$ cat config.mk
export PLATFORM = sky130hd
export DESIGN_NAME = dequ_ctrl
export DESIGN_NICKNAME = d
export VERILOG_FILES = /design/src/rtl/core/dequ_pkg.sv /design/src/rtl/core/dequ_ctrl.sv
export SDC_FILE = /design/constraint.sdc
export NUM_CORES = 1
export LEC_CHECK = 0
export BUFFER_PORTS_ARGS = -buffer_cell sky130_fd_sc_hd__buf_2
export CAP_MARGIN = 25
export CORE_MARGIN = 4
export CORE_UTILIZATION = 48
export CTS_CLUSTER_SIZE = 20
export DETAILED_ROUTE_END_ITERATION = 10
export PLACE_DENSITY = 0.81
export SYNTH_ARGS = -nofsm -noshare
export SYNTH_HDL_FRONTEND = slang
export SYNTH_SLANG_ARGS = --single-unit
$ cat constraint.sdc
create_clock -name clk -period 5 [get_ports clk]
set_input_delay 0.5 -clock clk [delete_from_list [all_inputs] [get_ports clk]]
set_output_delay 0.5 -clock clk [all_outputs]
set_load 0.1 [all_outputs]
$ cat src/rtl/core/dequ_pkg.sv
// shared codes, widths and the response beat type for the double-ended queue
// no dependencies

package dequ_pkg;

    localparam int DEPTH_DEFAULT = 256;

    localparam int ACT_W  = 3;
    localparam int WORD_W = 32;
    localparam int OCC_W  = 9;
    localparam int STAT_W = 2;

    // request actions
    localparam logic [ACT_W-1:0] ACT_PUSH_FRONT = 3'd0;
    localparam logic [ACT_W-1:0] ACT_PUSH_BACK  = 3'd1;
    localparam logic [ACT_W-1:0] ACT_POP_FRONT  = 3'd2;
    localparam logic [ACT_W-1:0] ACT_POP_BACK   = 3'd3;
    localparam logic [ACT_W-1:0] ACT_READ_FRONT = 3'd4;
    localparam logic [ACT_W-1:0] ACT_READ_BACK  = 3'd5;
    localparam logic [ACT_W-1:0] ACT_SIZE       = 3'd6;
    localparam logic [ACT_W-1:0] ACT_CLEAR      = 3'd7;

    // result status
    localparam logic [STAT_W-1:0] ST_OK    = 2'd0;
    localparam logic [STAT_W-1:0] ST_EMPTY = 2'd1;
    localparam logic [STAT_W-1:0] ST_FULL  = 2'd2;

    // registered result beat, minus the word that comes from the ring ram
    typedef struct packed {
        logic              done;
        logic              take_data;
        logic [STAT_W-1:0] status;
        logic [OCC_W-1:0]  occupancy;
    } resp_t;

endpackage

$ cat src/rtl/core/dequ_ctrl.sv
// front pointer and count bookkeeping, ram address generation, result status
// depends on dequ_pkg

module dequ_ctrl
    import dequ_pkg::*;
#(
    parameter int DEPTH = DEPTH_DEFAULT,
    parameter int AW    = $clog2(DEPTH)
)
(
    input  logic              clk,
    input  logic              rst_n,
    input  logic              accept,
    input  logic [ACT_W-1:0]  action,
    input  logic [WORD_W-1:0] push_word,
    output logic              mem_en,
    output logic              mem_we,
    output logic [AW-1:0]     mem_addr,
    output logic [WORD_W-1:0] mem_wdata,
    output resp_t             resp
);

    localparam int CW = $clog2(DEPTH + 1);
    localparam int SW = CW + 1;
    localparam logic [AW-1:0] LAST_IDX = AW'(DEPTH - 1);

    logic [AW-1:0] front_reg, front_next;
    logic [CW-1:0] count_reg, count_next;
    resp_t         resp_reg, resp_next;

    logic          is_empty, is_full, needs_word;
    logic [AW-1:0] front_inc, front_dec, tail_idx, back_idx;
    logic [SW-1:0] tail_sum, back_sum;
    logic          touch, write;
    logic [AW-1:0] addr;
    logic [STAT_W-1:0] st;
    logic          take;

    assign is_empty = (count_reg == '0);
    assign is_full  = (count_reg == CW'(DEPTH));

    // ring wrap without a divider: values stay below twice the depth
    assign front_inc = (front_reg == LAST_IDX) ? '0 : front_reg + AW'(1);
    assign front_dec = (front_reg == '0) ? LAST_IDX : front_reg - AW'(1);
    assign tail_sum  = SW'(front_reg) + SW'(count_reg);
    assign back_sum  = tail_sum - SW'(1);
    assign tail_idx  = (tail_sum >= SW'(DEPTH)) ? AW'(tail_sum - SW'(DEPTH))
                                                : AW'(tail_sum);
    assign back_idx  = (back_sum >= SW'(DEPTH)) ? AW'(back_sum - SW'(DEPTH))
                                                : AW'(back_sum);

    assign needs_word = action inside {ACT_POP_FRONT, ACT_POP_BACK,
                                       ACT_READ_FRONT, ACT_READ_BACK};

    always_comb
    begin
        front_next = front_reg;
        count_next = count_reg;
        st         = ST_OK;
        take       = 1'b0;
        touch      = 1'b0;
        write      = 1'b0;
        addr       = front_reg;
        if (needs_word && is_empty)
        begin
            st = ST_EMPTY;
        end
        else
        begin
            case (action)
                ACT_PUSH_FRONT:
                begin
                    if (is_full)
                    begin
                        st = ST_FULL;
                    end
                    else
                    begin
                        front_next = front_dec;
                        count_next = count_reg + CW'(1);
                        touch      = 1'b1;
                        write      = 1'b1;
                        addr       = front_dec;
                    end
                end
                ACT_PUSH_BACK:
                begin
                    if (is_full)
                    begin
                        st = ST_FULL;
                    end
                    else
                    begin
                        count_next = count_reg + CW'(1);
                        touch      = 1'b1;
                        write      = 1'b1;
                        addr       = tail_idx;
                    end
                end
                ACT_POP_FRONT:
                begin
                    front_next = front_inc;
                    count_next = count_reg - CW'(1);
                    touch      = 1'b1;
                    take       = 1'b1;
                end
                ACT_POP_BACK:
                begin
                    count_next = count_reg - CW'(1);
                    touch      = 1'b1;
                    take       = 1'b1;
                    addr       = back_idx;
                end
                ACT_READ_FRONT:
                begin
                    touch = 1'b1;
                    take  = 1'b1;
                end
                ACT_READ_BACK:
                begin
                    touch = 1'b1;
                    take  = 1'b1;
                    addr  = back_idx;
                end
                ACT_CLEAR:
                begin
                    front_next = '0;
                    count_next = '0;
                end
                default:
                begin
                    // size: nothing changes
                end
            endcase
        end
    end

    always_comb
    begin
        resp_next.done      = accept;
        resp_next.take_data = accept && take;
        resp_next.status    = st;
        resp_next.occupancy = OCC_W'(count_next);
    end

    assign mem_en    = accept && touch;
    assign mem_we    = write;
    assign mem_addr  = addr;
    assign mem_wdata = push_word;

    always_ff @(posedge clk or negedge rst_n)
    begin
        if (!rst_n)
        begin
            front_reg <= '0;
            count_reg <= '0;
            resp_reg  <= '0;
        end
        else
        begin
            resp_reg <= resp_next;
            if (accept)
            begin
                front_reg <= front_next;
                count_reg <= count_next;
            end
        end
    end

    assign resp = resp_reg;

endmodule

# Yosys cells after proc, flatten, opt, wreduce, memory -nomap -nowiden
# Cells that the tools add are included.
[word_totals] romBits=0 reg_bits=30 ramBits=0 mem_count=0 input_bits=38 latchBits=0
[op_classes] magnitude_cmp=2 muxes=22 multipliers=0 n_shift=0 n_div=0 n_reduce_logical=13 bitwise=1 addsub=8 n_eq_ne=8
[op_table] cell="8-bit 2-to-1 mux" n=7
[op_table] cell="8-bit case mux with 3 select lines" n=2
[op_table] cell="9-bit case mux with 3 select lines" n=1
[op_table] cell="8-bit by 1-bit subtractor with 8-bit output (second input constant)" n=3
[op_table] cell="10-bit by 9-bit >= comparator with 1-bit output (second input constant)" n=2
[op_table] cell="9-bit 2-to-1 mux" n=2
[op_table] cell="8-bit by 9-bit adder with 10-bit output" n=1
[op_table] cell="10-bit by 1-bit subtractor with 10-bit output (second input constant)" n=1
[op_table] cell="9-bit by 1-bit adder with 9-bit output (second input constant)" n=1
[op_table] cell="3-bit == test (second input constant)" n=3
[op_table] cell="9-bit == test (second input constant)" n=1
[op_table] cell="9-bit zero test" n=1
[op_table] cell="9-bit by 1-bit subtractor with 9-bit output (second input constant)" n=1
[op_table] cell="8-bit by 1-bit adder with 8-bit output (second input constant)" n=1
[op_table] cell="8-bit == test (second input constant)" n=1
[op_table] cell="8-bit zero test" n=1
[op_table] cell="3-bit by 2-bit == test with 1-bit output (second input constant)" n=2
[op_table] cell="1-bit 2-to-1 mux" n=6
[op_table] cell="2-bit 2-to-1 mux" n=3
[op_table] cell="2-bit OR reduction" n=3
[op_table] cell="4-bit nonzero test" n=1
[op_table] cell="4-bit OR reduction" n=1
[op_table] cell="3-bit by 1-bit == test with 1-bit output (second input constant)" n=1
[op_table] cell="1-bit logical AND" n=3
[op_table] cell="5 further kinds" n=5

# Longest topological paths before layout
[depth] word_depth=6 mapped_depth=10 depth_no_buf=10

# Least setup slack after synthesis
# OpenSTA, ideal clock, no wires.
[synth_path] path_type="register to output" startpoint="register count_reg[3]" endpoint="output port mem_addr[0]" stages_incl_launch_ff=10 arrival_time_ns=3.819 path_buffers=2 required_time_ns=4.500 slack_ns=0.681 path_cell_list="dfrtp_1 > buf_2 > nor4_1 > nand4_1 > buf_2 > o21ai_0 > nand2_1 > o21ai_0 > mux2i_1 > o21ai_0"
[synth_between] elab_chain_len=6 word_cells_on_any_way=13 classes_between="add/sub: 2; order compare: 2; eq/ne: 1; mux: 6; reduce/logical: 2"
[synth_lines] element="start, declared" line_no="dequ_ctrl.sv:28" text="logic [CW-1:0] count_reg, count_next;"
[synth_lines] element="start signal, assigned" line_no="dequ_ctrl.sv:165" text="count_reg <= count_next;"
[synth_lines] element="8-bit by 9-bit adder with 10-bit output" line_no="dequ_ctrl.sv:45" text="assign tail_sum = SW'(front_reg) + SW'(count_reg);"
[synth_lines] element="10-bit by 1-bit subtractor with 10-bit output or 10-bit by 9-bit >= comparator with 1-bit output (tied branches)" line_no="dequ_ctrl.sv:46, dequ_ctrl.sv:47"
[synth_lines] element="10-bit by 9-bit >= comparator with 1-bit output or 8-bit 2-to-1 mux (tied branches)" line_no="dequ_ctrl.sv:49, dequ_ctrl.sv:47"
[synth_lines] element="8-bit 2-to-1 mux, on equally long branches" line_no="dequ_ctrl.sv:49, dequ_ctrl.sv:88"
[synth_lines] element="8-bit case mux with 3 select lines" line_no="dequ_ctrl.sv:70" text="case (action)"
[synth_lines] element="8-bit 2-to-1 mux (*)" line_no="dequ_ctrl.sv:64" text="if (needs_word && is_empty)"
[synth_lines] element="end, declared" line_no="dequ_ctrl.sv:18" text="output logic [AW-1:0] mem_addr,"
# Mark *: on every way between the ends. The rest lies on a longest branch, timed or not.

# Worst setup path in the final report
[layout_path] startpoint="register count_reg[2]" endpoint="output port mem_addr[0]"
# Same word-level chain as after synthesis.

==> out/metrics.yaml <==
outcome:
  status: "complete, no violations"
routing:
  routed_wl_um: 7970
  vias: 3037
  drt_iter0_drc: 384
  dr.pass1.iters: 5
  final_antenna_net_count: 0
  drt_drc_violations_left: 0
  routed_via_density: 6.37
  wl_per_cell_um: 16.7
worst_hold_path:
  hold_path_class: "in -> async"
sta:
  fin_skew_ps: 5.31
  setup_viol_count_final: 0
  min_period_over_period_pct: 76.8
  slew_headroom_pct: 55.4
  finalSetupTns_ps: 0
  layout_min_cycle_time_ps: 3840
  worstMarginPinSlew_ps: 669
  maxSlewViolCount: 0
  finalHoldViolCount: 0
  rsz0062_at_grt: "false"
  max_freq_mhz: 260
global_routing:
  grt_pass1_wl_um: 13000
  antenna_found_initial: 0
  grt_max_degree: 37
  grt_pass1_vias: 2604
  globalRouteOverflowTotal: 0
  grt_use_total_pct: 20.6
worst_setup_path:
  slowest_stage: "nand4_1"
  cp_cell_sequence: "nor4_1 -> nand4_1 -> o21ai_0 -> nand2_1 -> o21ai_0 -> mux2i_1 -> o21ai_0 -> buf_2"
  cp-end-kind: "output pin"
  crit_path_max_incr_delay_ps: 600
  crit_required_ps: 4500
  crit_top_cell: "o21ai_0"
  crit_type: "reg -> out"
  crit_path_start_kind: "flip-flop"
  crit_fanout: 14
  critPathTopFamily: "simple AND/OR/NAND/NOR gates"
  crit_buf_inv: 1
  worstPathArrival_ps: 3340
cells_and_area:
  antennaDiodeCount: 0
  most-common-layout-cells: "nand2_1 (41), nor2_1 (40), a21oi_1 (33)"
  nets: 451
  largest_reg_flops: 13
  area_growth_pct: -0.865
  drive_gt1_share_pct: 12.0
  fin_util_pct: 49.4
  num-fill-cells: 645
  mostFrequentLayoutCell: "nand2_1"
placed_design:
  dp_hpwl_um: 5690
  io_buffers: 28
  place_congestion: 0.907
clock_tree:
  htreeDepth: 2
  cts_inserted_buffers: 5
  clk_pin_slew_ps: 70
  cts_setup_buffers: 0
  cts_resized: 0
  hold_buffers: 0
  cts_sinks: 30
  cts-root-buf: "clkbuf_8"
  cts_buffer_depth: 2
  cts_tree: "built"
  clk_latency_ps: 290
floorplan:
  fp.coreArea_um2: 6390
  die_w_um: 89.4
  rows: 29
  die_y_um: 89.4
  ios: 93
  die_area_um2: 8000
  initial_utilization_pct: 49.8
synthesis:
  yosysWarnings: 0
  post-synth-top-area-fraction_pct: 23.6
  synth_area_leaders: "dfrtp_1 (24%), buf_4 (7.6%), a21oi_1 (5.2%)"
  async_reset_ff_share_pct: 100
  synthFlopType: "dfrtp_1"
  yosysUniqueCellTypes: 63
  synth.net_count: 478
  synth-seq-area-share_pct: 23.6
  syn_inst: 426
  syn_area_per_cell_um2: 7.47
  synth_area_um2: 3180
  synth_edf_count: 0
  yosysTopAreaCell: "dfrtp_1"
  ys_ff_latch: 30
flow_run:
  maxCapViolations: 0
pwr:
  ir_drop_v: 0.000385
  power.density_nw_per_um2: 777
  leakage_nw: 1.37
## worst reg2reg max path: stages (launching register included)
cell	delay, ps
dfrtp_1	530
nor4_1	480
nand4_1	600
nand2_1	260
nor3_1	80
o32ai_1	280
a2bb2oi_1	210
o21ai_0	90
## power breakdown
group / switching [mW] / internal, mW / leakage, nW
registers: 0.185 / 0.322 / 0.387
clock network: 0.0990 / 0.146 / 0.0579
logic: 1.17 / 0.530 / 0.925
total: 1.45 / 0.999 / 1.37
## cells by family after synthesis
logic type	Yosys count	synth area share [%]
buffers and inverters	72	12.9
muxes	6	1.97
AOI/OAI and AO/OA	126	25.2
adders and majority gates	14	5.74
xor gates and xnor gates	15	4.13
and+or+nand+nor	163	26.5
DFF	30	23.6
## synth_stat cells, types with 8 or more instances
cell / instances
a21oi_1: 33
a31oi_1: 10
and2_1: 10
buf_2: 10
buf_4: 32
clkbuf_1: 17
dfrtp_1: 30
ha_1: 13
inv_1: 10
nand2_1: 41
nand3_1: 17
nor2_1: 40
nor3_1: 14
o21a_1: 8
o21ai_0: 31
xnor2_1: 10
## routing by layer
layer  global-route usage (%)  vias to the layer above  share of wire [%]
li1                         -                     1451                  -
met2                     33.4                      134                 48
met1                     27.9                     1441                 44
met4                     6.09                        0                1.2
met3                     3.69                       11                6.8
met5                        0                        -                  0
## final timing paths
check | start | to | slack, ps | depth (start not counted)
worst max-delay path | count_reg[2] | mem_addr[0] | 1160 | 8
worst min-delay path | rst_n | front_reg[7] | 230 | 1
worst max register to register | count_reg[2] | front_reg[6] | 2350 | 7
worst min register to register | count_reg[1] | resp[1] | 630 | 2
max in group asynchronous | rst_n | resp[11] | 4320 | 1
min in group clk | accept | resp[12] | 430 | 1
## cell type report
type	instances	area (um2)	area share, %
multi-input combinational	324	2020	64.1
inverter	10	37.5	1.19
sequential	30	751	23.8
timing repair buffer	28	140	4.44
tap	77	96.3	3.05
clock inverter	3	40.0	1.27
clock buffer	5	68.8	2.18
## through the flow
| step | instances | hold slack (ps) | power (mW) | cell area, um2 | setup slack (ps) |
|---|---|---|---|---|---|
| after floorplan | 426 | 204 | 2.04 | 3180 | 681 |
| after global placement | 469 | 568 | 2.15 | 3050 | 1600 |
| after detailed placement | 469 | 574 | 2.18 | 3050 | 1530 |
| after CTS | 477 | 263 | 2.44 | 3150 | 1200 |
| after global routing | 477 | 291 | 2.63 | 3150 | 941 |
| final | 477 | 234 | 2.45 | 3150 | 1160 |
(Power assumes the default switching activity.)
